`src/sv/rripsd_ram.sv`:
```
// Generic single-write, single-read RAM with registered read data.
module rripsd_ram #(
    parameter int WIDTH = 8,
    parameter int DEPTH = 256
) (
    input  logic                     aclk,
    input  logic                     we,
    input  logic [$clog2(DEPTH)-1:0] waddr,
    input  logic [WIDTH-1:0]         wdata,
    input  logic                     re,
    input  logic [$clog2(DEPTH)-1:0] raddr,
    output logic [WIDTH-1:0]         rdata
);

    logic [WIDTH-1:0] mem [DEPTH];
    logic [WIDTH-1:0] rdata_reg;

    always_ff @(posedge aclk) begin
        if (we) begin
            mem[waddr] <= wdata;
        end
        if (re) begin
            rdata_reg <= mem[raddr];
        end
    end

    assign rdata = rdata_reg;

endmodule

```
`config.mk`:
```
export PLATFORM = sky130hd
export DESIGN_NAME = rripsd_ram
export DESIGN_NICKNAME = d
export VERILOG_FILES = /design/src/sv/rripsd_ram.sv
export SDC_FILE = /design/constraint.sdc
export NUM_CORES = 2
export LEC_CHECK = 0
export BUFFER_PORTS_ARGS = -buffer_cell sky130_fd_sc_hd__buf_2
export CAP_MARGIN = 0
export CORE_UTILIZATION = 43
export CTS_CLUSTER_DIAMETER = 200
export DETAILED_ROUTE_END_ITERATION = 16
export SYNTH_ARGS = -nofsm -noshare
export SYNTH_HDL_FRONTEND = slang
export SYNTH_SLANG_ARGS = --single-unit
```
`constraint.sdc`:
```
create_clock -name aclk -period 5.7 [get_ports aclk]
set_clock_uncertainty 0.15 [all_clocks]
set_input_delay 1.425 -clock aclk [delete_from_list [all_inputs] [get_ports aclk]]
set_output_delay 1.425 -clock aclk [all_outputs]
set_load 0.005 [all_outputs]
```
==> flow_results.xml <==
<?xml version="1.0" encoding="UTF-8"?>
<metrics>
  <group name="sta">
    <metric name="setup-tns-final" unit="ns">0</metric>
    <metric name="timing.final.crit_period" unit="ns">4.54</metric>
    <metric name="setup_slack" unit="ns">1.16</metric>
    <metric name="clock.fmax" unit="GHz">0.220</metric>
    <metric name="drv_slew" unit="">0</metric>
    <metric name="finalHoldViolCount" unit="">0</metric>
    <metric name="fin_hold_ws" unit="ns">0.842</metric>
    <metric name="slew_headroom" unit="">0.168</metric>
    <metric name="grt_setup_unrepaired" unit="">false</metric>
    <metric name="timing.final.crit_share" unit="">0.796</metric>
    <metric name="tightest_slew" unit="ns">1.24</metric>
    <metric name="setup-violations-final" unit="">0</metric>
  </group>
  <group name="setup_path">
    <metric name="arrival_worst_endpoint" unit="ns">4.93</metric>
    <metric name="timing.critical_path.from_type" unit="">input pin</metric>
    <metric name="required_time_of_the_worst_setup_path" unit="ns">6.09</metric>
    <metric name="worst_setup_path_end_kind" unit="">flop</metric>
    <metric name="crit-reg2reg-capture" unit="">rdata[5]</metric>
    <metric name="critPathCapture" unit="">rdata[5]</metric>
    <metric name="critPathLaunch" unit="">raddr[1]</metric>
    <metric name="crit_fanout" unit="">100</metric>
    <metric name="rr_startpoint" unit="">mem[43][5]</metric>
    <metric name="path_class" unit="">input pin to flop</metric>
    <metric name="timing.reg2reg.setup_slack" unit="ns">2.48</metric>
    <metric name="reg2reg_depth" unit="">6</metric>
  </group>
  <group name="route">
    <metric name="drt-initial-drc-count" unit="">4715</metric>
    <metric name="antenna_violating_nets_post_route" unit="">0</metric>
    <metric name="wl_per_cell" unit="um">31.5</metric>
    <metric name="drt-pass1-iter-count" unit="">5</metric>
    <metric name="via_per_inst" unit="">5.98</metric>
    <metric name="dr_total_vias" unit="">38900</metric>
    <metric name="postRouteWirelength" unit="mm">205</metric>
    <metric name="post-route-drc-count" unit="">0</metric>
  </group>
  <group name="floorplanning">
    <metric name="num_rows" unit="">157</metric>
    <metric name="design.die.area" unit="um^2">187000</metric>
    <metric name="die-height" unit="um">432</metric>
    <metric name="io_pins" unit="">35</metric>
    <metric name="floorplan.initialDensity" unit="">0.434</metric>
    <metric name="chipWidth" unit="um">432</metric>
    <metric name="core" unit="um^2">183000</metric>
  </group>
  <group name="grt">
    <metric name="globalRouteOverflowTotal" unit="">0</metric>
    <metric name="wire_length_of_the_first_global_routing_pass" unit="mm">293</metric>
    <metric name="largest_net_degree_at_the_start_of_global_routing" unit="">149</metric>
    <metric name="track_usage" unit="">0.221</metric>
    <metric name="vias_in_the_first_global_route" unit="">38800</metric>
    <metric name="initial_antenna_violation_count" unit="">13</metric>
  </group>
  <group name="run_status">
    <metric name="run_status" unit="">completed</metric>
  </group>
  <group name="cells_and_area">
    <metric name="area_delta_synth_final" unit="%">12.1</metric>
    <metric name="flip_flop_count_of_the_largest_register_after_layout" unit="">2048</metric>
    <metric name="layout_commonest_cell" unit="">sky130_fd_sc_hd__edfxtp_1</metric>
    <metric name="layout.cells.most_common_list" unit="">2056 x sky130_fd_sc_hd__edfxtp_1, 454 x sky130_fd_sc_hd__mux4_2, 279 x sky130_fd_sc_hd__nor2_1</metric>
    <metric name="fill_cells" unit="">14800</metric>
    <metric name="layout-drive-gt1-share" unit="">0.228</metric>
    <metric name="layout.nets" unit="">3905</metric>
    <metric name="final_instance_count_excl_fillers" unit="">6511</metric>
  </group>
  <group name="placement">
    <metric name="dp.cells" unit="">6136</metric>
    <metric name="finalWeightedCongestion" unit="">0.857</metric>
    <metric name="place_ws" unit="ns">0.418</metric>
    <metric name="buffer_ports.inserted" unit="">34</metric>
    <metric name="dpl.hpwl" unit="mm">128</metric>
  </group>
  <group name="synth">
    <metric name="syn-mean-instance-area" unit="um^2">21.3</metric>
    <metric name="ys_dominant_reg_cell" unit="">sky130_fd_sc_hd__edfxtp_1</metric>
    <metric name="syn-num-nets" unit="">3760</metric>
    <metric name="synth_enable_flop_cells" unit="">2056</metric>
    <metric name="synthesis.yosys.warnings" unit="">0</metric>
    <metric name="synth_cells" unit="">3733</metric>
    <metric name="asyncSetResetFlopFracSynth" unit="">0</metric>
    <metric name="synthesis.area" unit="um^2">79600</metric>
    <metric name="postSynthRegisterBits" unit="">2056</metric>
    <metric name="synth.lib_cells_used.distinct" unit="">54</metric>
    <metric name="synth_sequential_area_ratio" unit="">0.775</metric>
  </group>
  <group name="power">
    <metric name="p_total" unit="uW">31100</metric>
    <metric name="power-per-cell-area" unit="nW/um^2">348</metric>
    <metric name="worst_ir_drop_on_vdd" unit="mV">0.286</metric>
    <metric name="p_leak" unit="uW">0.0273</metric>
  </group>
  <group name="worst_hold_path">
    <metric name="min_path_type" unit="">input pin to flop</metric>
  </group>
  <group name="clock_network">
    <metric name="clk-insertion-delay-late" unit="ns">0.84</metric>
    <metric name="cts.path.max_buffers" unit="">3</metric>
    <metric name="cts_resized" unit="">0</metric>
    <metric name="cts_inserted_buffers" unit="">204</metric>
    <metric name="cts_tree" unit="">done</metric>
    <metric name="cts.reportedPaths.clkPinSlew" unit="ns">0.06</metric>
    <metric name="cts_hold_repair.buffers" unit="">0</metric>
    <metric name="clock-sinks" unit="">2056</metric>
    <metric name="setup_buffers_after_cts" unit="">0</metric>
    <metric name="clock_root_cell" unit="">sky130_fd_sc_hd__clkbuf_16</metric>
    <metric name="cts-htree-levels" unit="">4</metric>
  </group>
  <group name="flow_run">
    <metric name="timing.max_cap.violations" unit="">0</metric>
  </group>
</metrics>
==> worst min-delay path by stage <==
stage	startpoint	to	slack (ns)	depth (start not counted)
2_1_floorplan	mem[40][3]	rdata[3]	0.71	6
3_3_place_gp	mem[98][7]	rdata[7]	0.95	5
3_5_place_dp	mem[102][7]	rdata[7]	1.02	5
4_1_cts	wdata[3]	mem[91][3]	0.79	1
5_1_grt	wdata[3]	mem[91][3]	0.81	1
6_report	wdata[3]	mem[91][3]	0.84	1
==> kinds of logic (layout without fill, tap and decap cells) <==
| group | Yosys count | in the layout | synth area share |
|---|---|---|---|
| simple gates | 466 | 466 | 0.0263 |
| compound gates | 385 | 385 | 0.0342 |
| buf+inv | 235 | 544 | 0.0183 |
| flops | 2056 | 2056 | 0.775 |
| other cells | 0 | 5 | 0 |
| mux | 591 | 591 | 0.146 |
==> metal layers <==
metal  vias to the layer above  share of wire  track usage
met2                      1627           0.48        0.347
met1                     21000           0.41        0.313
met3                       297          0.080       0.0418
li1                      16000              -            -
met5                         -              0            0
met4                         0          0.031       0.0698
==> worst max-delay path, stage by stage <==
cell and delay, ns:
sky130_fd_sc_hd__buf_8 0.19, sky130_fd_sc_hd__buf_12 0.31, sky130_fd_sc_hd__nor2b_1 0.76, sky130_fd_sc_hd__a211oi_1 0.19
sky130_fd_sc_hd__a311oi_1 0.53, sky130_fd_sc_hd__o221ai_1 0.22, sky130_fd_sc_hd__a211oi_1 1.00, sky130_fd_sc_hd__nor4_1 0.07
==> area by class of cell <==
| type | instances | area [um^2] | share of cell area |
|---|---|---|---|
| clock inverter | 118 | 928 | 0.0104 |
| clock buffer | 252 | 5370 | 0.0602 |
| timing repair buffer | 172 | 1590 | 0.0178 |
| inverter | 2 | 7.51 | 0.0000841 |
| sequential | 2056 | 61700 | 0.692 |
| multi-input combinational | 1442 | 16500 | 0.185 |
| tap | 2464 | 3080 | 0.0345 |
| antenna | 5 | 12.5 | 0.000140 |
==> Yosys cell counts, types with 3 or more instances <==
cell type / n / share of area
sky130_fd_sc_hd__clkbuf_1: 111 / 0.0052
sky130_fd_sc_hd__and2_1: 6 / 0.00047
sky130_fd_sc_hd__buf_8: 13 / 0.0025
sky130_fd_sc_hd__o22a_1: 5 / 0.00055
sky130_fd_sc_hd__a21oi_1: 96 / 0.0060
sky130_fd_sc_hd__o221ai_1: 46 / 0.0051
sky130_fd_sc_hd__a22oi_1: 133 / 0.013
sky130_fd_sc_hd__mux4_2: 454 / 0.13
sky130_fd_sc_hd__nand2_1: 33 / 0.0016
sky130_fd_sc_hd__nand3_1: 34 / 0.0021
sky130_fd_sc_hd__o211ai_1: 10 / 0.00094
sky130_fd_sc_hd__mux2i_1: 134 / 0.017
sky130_fd_sc_hd__buf_6: 21 / 0.0030
sky130_fd_sc_hd__buf_1: 22 / 0.0010
sky130_fd_sc_hd__a22o_1: 8 / 0.00088
sky130_fd_sc_hd__edfxtp_1: 2056 / 0.78
sky130_fd_sc_hd__nor4_1: 24 / 0.0019
sky130_fd_sc_hd__nor2_1: 282 / 0.013
sky130_fd_sc_hd__or2_2: 4 / 0.00031
sky130_fd_sc_hd__a211oi_1: 16 / 0.0015
sky130_fd_sc_hd__buf_12: 8 / 0.0020
sky130_fd_sc_hd__nand4_1: 10 / 0.00079
sky130_fd_sc_hd__buf_4: 27 / 0.0025
sky130_fd_sc_hd__buf_2: 31 / 0.0019
sky130_fd_sc_hd__nand2b_1: 8 / 0.00063
sky130_fd_sc_hd__o32ai_1: 4 / 0.00044
sky130_fd_sc_hd__o21ai_0: 10 / 0.00063
sky130_fd_sc_hd__nor2b_1: 31 / 0.0024
sky130_fd_sc_hd__nor4_2: 3 / 0.00047
sky130_fd_sc_hd__a221oi_1: 13 / 0.0014
sky130_fd_sc_hd__o22ai_1: 28 / 0.0022
sky130_fd_sc_hd__nor3_1: 22 / 0.0014
==> power breakdown <==
part | total (uW) | internal, uW | switching (uW)
clock | 12800 | 7160 | 5670
combinational | 1540 | 521 | 1020
sequential | 16700 | 16700 | 22.1
==> per-stage QoR <==
stage / instance area [um^2] / util
floorplan: 79600 / -
global placement: 82900 / 0.452
detailed placement: 82900 / 0.452
CTS: 89200 / 0.486
global route: 89200 / 0.486
finish: 89200 / 0.486
Note: power is estimated with default switching activity, not from simulation.
