===== src/sv/rripsd_pkg.sv =====
// Shared constants, types and helpers of the RRIP replacement block.
package rripsd_pkg;

    localparam int NUM_SETS     = 2048;
    localparam int SET_W        = $clog2(NUM_SETS);
    localparam int NUM_WAYS     = 16;
    localparam int WAY_W        = $clog2(NUM_WAYS);
    localparam int LEADER_SETS  = 32;
    localparam int HIST_DEPTH   = 4;
    localparam int HPTR_W       = $clog2(HIST_DEPTH);
    localparam int ADDR_W       = 48;
    localparam int RRPV_W       = 2;
    localparam int REUSE_W      = 2;
    localparam int SEL_W        = 10;
    localparam int LFSR_W       = 16;
    localparam int ODDS_W       = 4;

    localparam logic [SEL_W-1:0]   SEL_MAX    = {SEL_W{1'b1}};
    localparam logic [SEL_W-1:0]   SEL_MID    = {1'b1, {(SEL_W-1){1'b0}}};
    localparam logic [LFSR_W-1:0]  LFSR_SEED  = 16'hACE1;
    localparam logic [ODDS_W-1:0]  ODDS_RESET = 4'd5;

    localparam logic [RRPV_W-1:0]  RRPV_NEAR    = 2'd0;
    localparam logic [RRPV_W-1:0]  RRPV_LONG    = 2'd2;
    localparam logic [RRPV_W-1:0]  RRPV_DISTANT = 2'd3;
    localparam logic [REUSE_W-1:0] REUSE_FILL   = 2'd1;
    localparam logic [REUSE_W-1:0] REUSE_STRONG = 2'd2;
    localparam logic [REUSE_W-1:0] REUSE_MAX    = 2'd3;

    typedef enum logic {
        REQ_VICTIM = 1'b0,
        REQ_UPDATE = 1'b1
    } req_kind_t;

    typedef struct packed {
        req_kind_t            req_type;
        logic [SET_W-1:0]     set_index;
        logic [WAY_W-1:0]     way_index;
        logic [NUM_WAYS-1:0]  valid_mask;
        logic [ADDR_W-1:0]    phys_addr;
        logic                 was_hit;
    } req_t;

    // One row per set: reuse counters and RRPVs of every way.
    typedef struct packed {
        logic [NUM_WAYS-1:0][REUSE_W-1:0] reuse;
        logic [NUM_WAYS-1:0][RRPV_W-1:0]  rrpv;
    } meta_row_t;

    // One row per set: history pointer and recorded addresses.
    typedef struct packed {
        logic [HPTR_W-1:0]                 ptr;
        logic [HIST_DEPTH-1:0][ADDR_W-1:0] addr;
    } hist_row_t;

    localparam int META_W = $bits(meta_row_t);
    localparam int HIST_W = $bits(hist_row_t);

    localparam meta_row_t META_RESET = '{
        reuse: {NUM_WAYS{REUSE_FILL}},
        rrpv:  {NUM_WAYS{RRPV_DISTANT}}
    };
    localparam hist_row_t HIST_RESET = '0;

    // Result of one row update, plus the new global policy state.
    typedef struct packed {
        logic               meta_we;
        logic               hist_we;
        logic [WAY_W-1:0]   victim_way;
        logic               streaming;
        logic [SEL_W-1:0]   psel_next;
        logic [LFSR_W-1:0]  lfsr_next;
    } step_t;

    // Fibonacci LFSR, taps 16,14,13,11.
    function automatic logic [LFSR_W-1:0] lfsr_advance(input logic [LFSR_W-1:0] v);
        logic b;
        b = v[0] ^ v[2] ^ v[3] ^ v[5];
        return {b, v[LFSR_W-1:1]};
    endfunction

endpackage


===== src/sv/rripsd_step.sv =====
// Row update: victim choice, aging, stream detection and insertion policy.
module rripsd_step
    import rripsd_pkg::*;
(
    input  req_t               req,
    input  meta_row_t          meta_q,
    input  hist_row_t          hist_q,
    input  logic [SEL_W-1:0]   psel,
    input  logic [LFSR_W-1:0]  lfsr,
    input  logic [ODDS_W-1:0]  odds,
    output meta_row_t          meta_d,
    output hist_row_t          hist_d,
    output step_t              step
);

    logic                              inv_found;
    logic [WAY_W-1:0]                  inv_way;
    logic [3:0]                        any_val;
    logic [RRPV_W-1:0]                 max_rrpv;
    logic [RRPV_W-1:0]                 age;
    logic [NUM_WAYS-1:0][RRPV_W-1:0]   rrpv_aged;
    logic [WAY_W-1:0]                  aged_pick;
    logic [HIST_DEPTH-1:0][ADDR_W-1:0] hist_new;
    logic [ADDR_W:0]                   diff [HIST_DEPTH];
    logic                              last_slot;
    logic                              stride_eq;
    logic                              streaming;
    logic                              srrip_leader;
    logic                              brrip_leader;
    logic                              use_srrip;
    logic [LFSR_W-1:0]                 lfsr_adv;
    logic [LFSR_W-1:0]                 odds_mask;
    logic                              brrip_near;
    logic [RRPV_W-1:0]                 ins_rrpv;
    logic [REUSE_W-1:0]                reuse_old;

    // Victim search: first invalid way, else first way at the top after aging.
    always_comb begin
        inv_found = 1'b0;
        inv_way   = '0;
        for (int w = NUM_WAYS - 1; w >= 0; w--) begin
            if (!req.valid_mask[w]) begin
                inv_found = 1'b1;
                inv_way   = WAY_W'(w);
            end
        end
        any_val = '0;
        for (int w = 0; w < NUM_WAYS; w++) begin
            any_val[meta_q.rrpv[w]] = 1'b1;
        end
        priority if (any_val[3]) max_rrpv = 2'd3;
        else if (any_val[2])     max_rrpv = 2'd2;
        else if (any_val[1])     max_rrpv = 2'd1;
        else                     max_rrpv = 2'd0;
        age = RRPV_DISTANT - max_rrpv;
        for (int w = 0; w < NUM_WAYS; w++) begin
            rrpv_aged[w] = meta_q.rrpv[w] + age;
        end
        aged_pick = '0;
        for (int w = NUM_WAYS - 1; w >= 0; w--) begin
            if (rrpv_aged[w] == RRPV_DISTANT) begin
                aged_pick = WAY_W'(w);
            end
        end
    end

    // Stride check over the history with the new address in place.
    always_comb begin
        hist_new = hist_q.addr;
        hist_new[hist_q.ptr] = req.phys_addr;
        last_slot = (hist_q.ptr == HPTR_W'(HIST_DEPTH - 1));
        diff[0] = '0;
        for (int i = 1; i < HIST_DEPTH; i++) begin
            diff[i] = {1'b0, hist_new[i]} - {1'b0, hist_new[i-1]};
        end
        stride_eq = 1'b1;
        for (int i = 2; i < HIST_DEPTH; i++) begin
            if (diff[i] != diff[1]) begin
                stride_eq = 1'b0;
            end
        end
        streaming = last_slot && stride_eq;
    end

    // Insertion policy and selector.
    always_comb begin
        srrip_leader = (req.set_index < SET_W'(LEADER_SETS));
        brrip_leader = !srrip_leader && (req.set_index >= SET_W'(NUM_SETS - LEADER_SETS));
        use_srrip    = srrip_leader || (!brrip_leader && psel >= SEL_MID);
        lfsr_adv     = lfsr_advance(lfsr);
        odds_mask    = ~({LFSR_W{1'b1}} << odds);
        brrip_near   = ((lfsr_adv & odds_mask) == '0);
        reuse_old    = meta_q.reuse[req.way_index];

        if (use_srrip || brrip_near) ins_rrpv = RRPV_LONG;
        else                         ins_rrpv = RRPV_DISTANT;
        if (reuse_old >= REUSE_STRONG) ins_rrpv = RRPV_NEAR;
        if (streaming)                 ins_rrpv = RRPV_DISTANT;
    end

    always_comb begin
        meta_d = meta_q;
        hist_d.addr = hist_new;
        hist_d.ptr  = last_slot ? '0 : hist_q.ptr + HPTR_W'(1);
        step.meta_we    = 1'b0;
        step.hist_we    = 1'b0;
        step.victim_way = '0;
        step.streaming  = 1'b0;
        step.psel_next  = psel;
        step.lfsr_next  = lfsr;

        unique case (req.req_type)
            REQ_VICTIM: begin
                if (inv_found) begin
                    step.victim_way = inv_way;
                end else begin
                    step.victim_way = aged_pick;
                    step.meta_we    = 1'b1;
                    meta_d.rrpv     = rrpv_aged;
                end
            end
            REQ_UPDATE: begin
                step.hist_we   = 1'b1;
                step.meta_we   = 1'b1;
                step.streaming = streaming;
                if (req.was_hit) begin
                    meta_d.rrpv[req.way_index] = RRPV_NEAR;
                    if (reuse_old != REUSE_MAX) begin
                        meta_d.reuse[req.way_index] = reuse_old + REUSE_W'(1);
                    end
                    if (srrip_leader && psel != SEL_MAX) begin
                        step.psel_next = psel + SEL_W'(1);
                    end else if (brrip_leader && psel != '0) begin
                        step.psel_next = psel - SEL_W'(1);
                    end
                end else begin
                    meta_d.rrpv[req.way_index]  = ins_rrpv;
                    meta_d.reuse[req.way_index] = REUSE_FILL;
                    // advance the random source only on the bimodal branch
                    if (!use_srrip) begin
                        step.lfsr_next = lfsr_adv;
                    end
                end
            end
            default: ;
        endcase
    end

endmodule


===== config.mk =====
export PLATFORM = sky130hd
export DESIGN_NAME = rripsd_step
export DESIGN_NICKNAME = d
export VERILOG_FILES = /design/src/sv/rripsd_pkg.sv /design/src/sv/rripsd_step.sv
export SDC_FILE = /design/constraint.sdc
export NUM_CORES = 1
export LEC_CHECK = 0
export BUFFER_PORTS_ARGS = -buffer_cell sky130_fd_sc_hd__buf_2
export CAP_MARGIN = 20
export CORE_AREA = 2 2 257 259
export DETAILED_ROUTE_END_ITERATION = 6
export DIE_AREA = 0 0 259 261
export PLACE_DENSITY = 0.59
export SLEW_MARGIN = 0
export SYNTH_ARGS = -nofsm -noshare
export SYNTH_HDL_FRONTEND = slang
export SYNTH_SLANG_ARGS = --single-unit

===== constraint.sdc =====
create_clock -name vclk -period 9.5
set_clock_uncertainty 0.2 [all_clocks]
set_input_delay 1.9 -clock vclk [all_inputs]
set_output_delay 1.9 -clock vclk [all_outputs]
set_load 0.005 [all_outputs]

==> metrics, run 1 <==
status finished, violations left; failing checks setup timing; Final Max Tran Viols 0; Slew @ Worst Pin between 1000 and 1500 ps; final WL 98.1 mm; P_leak between 10 and 15 nW; final hold violations 0; Hold-fix buffers, CTS 0; wire per inst 21.6 µm; slowest stage cell, crit path o32a_4; Worst VDD drop approximately 34 µV; residual DRC count 0; detailed placement HPWL 84.2 mm; Antenna Nets Post-Route 0; worst hold path class input port to output pin; sequential area share after synthesis 0%; area of the die 0.0676 mm²; Distinct cells, synth between 90 and 100; I/O pin total 660; drt via density 5.31; post-route minimum period 9550 ps; RePlAce Congestion 0.982; CP Launch Type input port; Worst Path Arrival 7450 ps; Core ar. 0.0650 mm²; Cells after DPL 4,498; Mapped Cells roughly 2,400; max-cap violations 0; flip-flop and latch count 0; Via Count 24,133; Crit path max-delay family buffers and inverters; Syn Nets 2,973; Final Cycle Share 101%; first-pass GRT wire length 138 mm; Nets 4,219; Fin Setup TNS -138 ps; Worst Path Buf+Inv 13; initial antenna violation count 12; final-layout clock buffer total 0; RSZ-0062 raised after global routing true; Max Clk Rate ~0.10 GHz; final worst setup slack -49.9 ps; Max stage delay on crit path between 400 and 500 ps; Critical Path Fanout Max 6; vias in the first global route about 23,000; most frequent CP cell buf_4; Reg area 0 µm²; Non-Filler Instances 4,546; Avg Cell Area, Syn 6.87 µm²; Die Y between 200 and 300 µm; setup violators final 9; port bufs 655; Congestion Overflow GR 0; synth warn 0; 1st-pass router iterations 6; Die X 259 µm; Power Density 95.6 mW/mm²; largest net degree at the start of global routing 47; DP Area 0.0257 mm²; Util after Layout between 40% and 50%; share of layout cells above drive strength 1 48.0%; row count 94; CP Capture Type output pin; max_slew headroom 28.7%; Crit Path Category input port to output pin; Mapped Area 0.0167 mm²; Area Growth Syn to Fin 68.8%; Place WS -744 ps; worst path required time 7400 ps; Initial Utilization approximately 26%; Tot GR Track Use a little over a quarter; cell area after layout 0.0282 mm²; fillers around 6,700; Iteration-0 DRC Markers 1,773
[tightest hold or removal path, stage by stage]
cell and delay [ps]:
buf_6 110, nor2_1 40, buf_2 110
[worst paths after layout]
path	slack, ps	cells after the start	startpoint	endpoint
max	-50	28	hist_q[192]	meta_d[17]
min	3860	3	hist_q[192]	hist_d[192]
[synthesized netlist by cell type, drive strengths merged, types with 48 or more instances]
cell    number  share of area, %
nand2      251               5.6
inv        215               4.8
a21oi      206               6.2
mux2i      180                11
ha         167                13
nor2       138               3.1
o21ai      130               3.9
xnor2      102               5.3
clkbuf      81               1.8
a21o        70               3.1
mux2        67               4.5
xor2        60               3.1
a31oi       50               2.9
nor3        48               1.4
[area by class of cell]
cell class                 instances  area [µm²]  area share [%]
tap                              864        1080            3.83
inverter                         215         817            2.90
multi-input combinational       2112       17500            62.1
timing repair buffer            1351        8800            31.2
antenna                            4        10.0          0.0355
[what timing repair did]
action,CTS,global route
gates resized for setup,78,321
setup endpoints to repair,33,33
buffers inserted,14,28
pin swaps,18,85
gates cloned,1,2
[per-stage QoR]
stage	total power, mW	hold WS (ps)
final	2.70	3860
after global routing	2.88	3870
after CTS	2.41	3880
after detailed placement	2.34	3890
after global placement	2.34	3900
after floorplan	1.22	3630
[cell families (layout without fill, tap and decap cells)]
logic type | after synthesis | after routing | synth area share (%)
fa+ha+maj | 172 | 172 | 13.0
compound gates | 766 | 766 | 31.5
other cells | 0 | 4 | 0
mux | 257 | 257 | 16.6
simple gates | 751 | 751 | 22.3
xor+xnor | 166 | 166 | 9.04
buf+inv | 322 | 1566 | 7.47
[cells in the final DEF, fill, tap and decap left out, types with 15 or more instances in the layout]
| cell type | Yosys | routed |
|---|---|---|
| buf_4 | 3 | 667 |
| buf_2 | 9 | 652 |
| nand2_1 | 251 | 249 |
| inv_1 | 215 | 201 |
| a21oi_1 | 203 | 171 |
| nor2_1 | 138 | 134 |
| mux2i_1 | 180 | 124 |
| ha_1 | 167 | 117 |
| o21ai_0 | 120 | 102 |
| xnor2_1 | 102 | 96 |
| a21o_1 | 70 | 69 |
| mux2_2 | 67 | 67 |
| xor2_1 | 60 | 53 |
| nand3_1 | 47 | 44 |
| nand4_1 | 42 | 42 |
| nor3_1 | 48 | 38 |
| nand2b_1 | 36 | 36 |
| o22ai_1 | 35 | 33 |
| ha_4 | 0 | 33 |
| a21oi_2 | 3 | 32 |
| mux2i_2 | 0 | 29 |
| mux2i_4 | 0 | 27 |
| o211ai_1 | 26 | 26 |
| and3_1 | 31 | 26 |
| a31oi_1 | 39 | 24 |
| o21bai_1 | 25 | 22 |
| or3_1 | 25 | 22 |
| and2_1 | 22 | 22 |
| a31oi_4 | 11 | 22 |
| a22o_1 | 20 | 20 |
| or2_2 | 20 | 20 |
| a211oi_1 | 23 | 17 |
| o21ai_1 | 10 | 17 |
| ha_2 | 0 | 17 |
| o21a_1 | 19 | 16 |
| buf_6 | 0 | 16 |
| nor2b_1 | 15 | 15 |
| o31ai_1 | 16 | 15 |
[power breakdown]
| part | switching [mW] | leakage, nW | internal (mW) |
|---|---|---|---|
| clock | 0 | 0.0000254 | 0.0000000565 |
| sequential | 0 | 0 | 0 |
| combinational | 1.42 | 13.5 | 1.27 |
| total | 1.42 | 13.5 | 1.27 |
[routing by layer]
metal | global-route usage [%] | share of wire (%) | vias to the layer above
met5 | 0 | 0.053 | -
met4 | 6.34 | 3.4 | 8
met3 | 3.21 | 7.1 | 158
met2 | 47.2 | 48 | 1035
met1 | 34.0 | 42 | 11401
li1 | - | - | 11531
Note: power is estimated with default switching activity, not from simulation.
==> run 2: changes to the inputs <==
--- a/config.mk
+++ b/config.mk
@@ -7,10 +7,10 @@
 export LEC_CHECK = 0
 export BUFFER_PORTS_ARGS = -buffer_cell sky130_fd_sc_hd__buf_2
 export CAP_MARGIN = 20
-export CORE_AREA = 2 2 257 259
+export CORE_AREA = 2 2 259 261
 export DETAILED_ROUTE_END_ITERATION = 6
-export DIE_AREA = 0 0 259 261
-export PLACE_DENSITY = 0.59
+export DIE_AREA = 0 0 261 263
+export PLACE_DENSITY = 0.56
 export SLEW_MARGIN = 0
 export SYNTH_ARGS = -nofsm -noshare
 export SYNTH_HDL_FRONTEND = slang
==> constraint.sdc (replaced) <==
create_clock -name vclk -period 10.5
set_clock_uncertainty 0.2 [all_clocks]
set_input_delay 2.1 -clock vclk [all_inputs]
set_output_delay 2.1 -clock vclk [all_outputs]
set_load 0.005 [all_outputs]
==> run 2 against run 1 <==
  * The run now ends clean
  * First-iteration DRC count grew 4.1%
  * Worst setup slack improved by 150 ps
  * Via count decreased by 8.2%
  * Final area decreased by 20%
  * Non-clock buffer count is 504 lower
  * Final cell count decreased by 11%
  * Sequential cell count unchanged
  * Critical path depth decreased by 3
  * Largest cell class unchanged
  * Largest power group unchanged
==> metrics, run 2 (synthesis gave the netlist of run 1 again) <==
status finished clean; Reg area 0 µm² (unchanged); Worst Path Arrival 8100 ps (+650 ps); Area Growth Syn to Fin 35.1%; worst setup path endpoint meta_d[8]; fillers 7,221 (+7.8%); commonest non-fill, non-tap cells in the layout buf_2 (655), nand2_1 (251), inv_1 (214); Place WS -328 ps (+416 ps); Fin Setup TNS 0 ps (+138 ps); Crit Path Category input port to output pin; Die X 261 µm (+0.77%); Power Density 82.7 mW/mm² (-13%); final worst setup slack 96.8 ps (+147 ps); Slew @ Worst Pin 1120 ps (+57.6 ps); switch share 59.2% (+6.4 points); largest net degree at the start of global routing 73 (+55%); area of the die 0.0686 mm² (+1.5%); final hold violations 0 (unchanged); RePlAce Congestion 0.978 (-0.42%); Comb pwr share 100.0% (about the same); vias in the first global route 20,548 (-9.4%); worst hold path class input port to output pin; CP Launch Type input port; P_leak 10.9 nW (-20%); CP Launch Point hist_q[192]; Tot GR Track Use 25.0% (-1.5 points); NetSw 1.11 mW (-22%); Die Y 263 µm (+0.77%); max-cap violations 0 (unchanged); drt via density 5.47 (+3.1%); detailed placement HPWL 81.4 mm (-3.3%); final WL 93.2 mm (-5.0%); Core ar. 0.0656 mm² (+0.90%); clock group share of total power 0% (unchanged); Int Pwr 762 µW (-40%); row count 94 (unchanged); Final Max Tran Viols 0 (unchanged); Antenna Nets Post-Route 0 (unchanged); residual DRC count 0 (unchanged); Iteration-0 DRC Markers 1,846 (+4.1%); Hold-fix buffers, CTS 0 (unchanged); Via Count 22,148 (-8.2%); post-route minimum period 10,400 ps; I/O pin total 660 (unchanged); Final Cycle Share 99.1%; Initial Utilization 25.5% (-0.23 points); 1st-pass router iterations 6 (unchanged); Util after Layout 34.4% (-9.0 points); share of layout cells above drive strength 1 33.0% (-15 points); DP Area 0.0220 mm² (-14%); most common cell after layout, fill and taps aside buf_2; cell area after layout 0.0226 mm² (-20%); CP Capture Type output pin; final-layout clock buffer total 0 (unchanged); first-pass GRT wire length 132 mm (-4.8%); Worst VDD drop 29.3 µV (-14%); Congestion Overflow GR 0 (unchanged); initial antenna violation count 12 (unchanged); flip-flop and latch count 0 (unchanged); setup violators final 0 (-9); wire per inst 23.0 µm (+6.8%); port bufs 655 (unchanged); Nets 3,715 (-12%); total power draw 1.87 mW (-31%); Critical Path Fanout Max 7 (+1); sequential power share 0% (unchanged); worst path required time 8200 ps (+800 ps); max_slew headroom 24.8% (-3.9 points); Max Clk Rate 0.0961 GHz
## run 2: power by group through the flow
stage             clock, mW  sequential, mW  combinational, mW
2_1_floorplan             0               0               1.10
3_3_place_gp              0               0               1.78
3_5_place_dp              0               0               1.78
4_1_cts                   0               0               1.80
5_1_grt        0.0000000638               0               2.01
6_report        0.000000101               0               1.87
## run 2: how the worst min path moves through the flow
stage	start	end	slack, ps	depth (start not counted)
after floorplan	hist_q[192]	hist_d[192]	4030	1
after global placement	req[80]	step[31]	4180	2
after detailed placement	req[80]	step[31]	4180	2
after CTS	req[80]	step[31]	4180	2
after global routing	req[80]	step[31]	4190	2
final	req[80]	step[31]	4180	2
## run 2: final cells by class
cell class / instances / area [µm²] / area share [%]
Multi-Input combinational cell: 2112 / 15800 / 70.1
Timing Repair Buffer: 847 / 4850 / 21.5
Tap cell: 864 / 1080 / 4.79
Inverter: 215 / 807 / 3.57
Antenna cell: 8 / 20.0 / 0.0887
## run 2: routing by layer
metal  vias up  GRT usage, %  part of all wire (%)
met5         -             0                 0.031
met4         4          5.22                   2.4
met3        91          2.10                   7.0
li1      10538             -                     -
met1     10571          33.4                    43
met2       944          43.5                    48
## run 2: what timing repair did
action,4_1_cts,5_1_grt
setup endpoints to repair,33,33
gates cloned,0,2
setup buffers,2,21
gates resized for setup,13,70
pin swaps,3,13
## run 2: worst max-delay path: stages
cell       delay, ps
buf_2            150
inv_1            150
ha_4             260
clkbuf_4         260
buf_4            140
mux2i_2          280
ha_1             340
a21oi_2          240
o211ai_1         250
buf_4            220
a31oi_1          180
xor2_1           160
or3_1            390
mux2_2           300
o21bai_1         220
a2111oi_4        300
nand4_1          240
nor4_4           400
buf_4            170
nand4_1          140
or4_1            500
buf_4            190
buf_4            150
a31oi_1          190
buf_2            160
## run 2: metrics by stage
step           hold slack, ps  instances
6_report                 4180       4046
5_1_grt                  4190       4043
4_1_cts                  4180       4013
3_5_place_dp             4180       4011
3_3_place_gp             4180       4011
2_1_floorplan            4030       2434
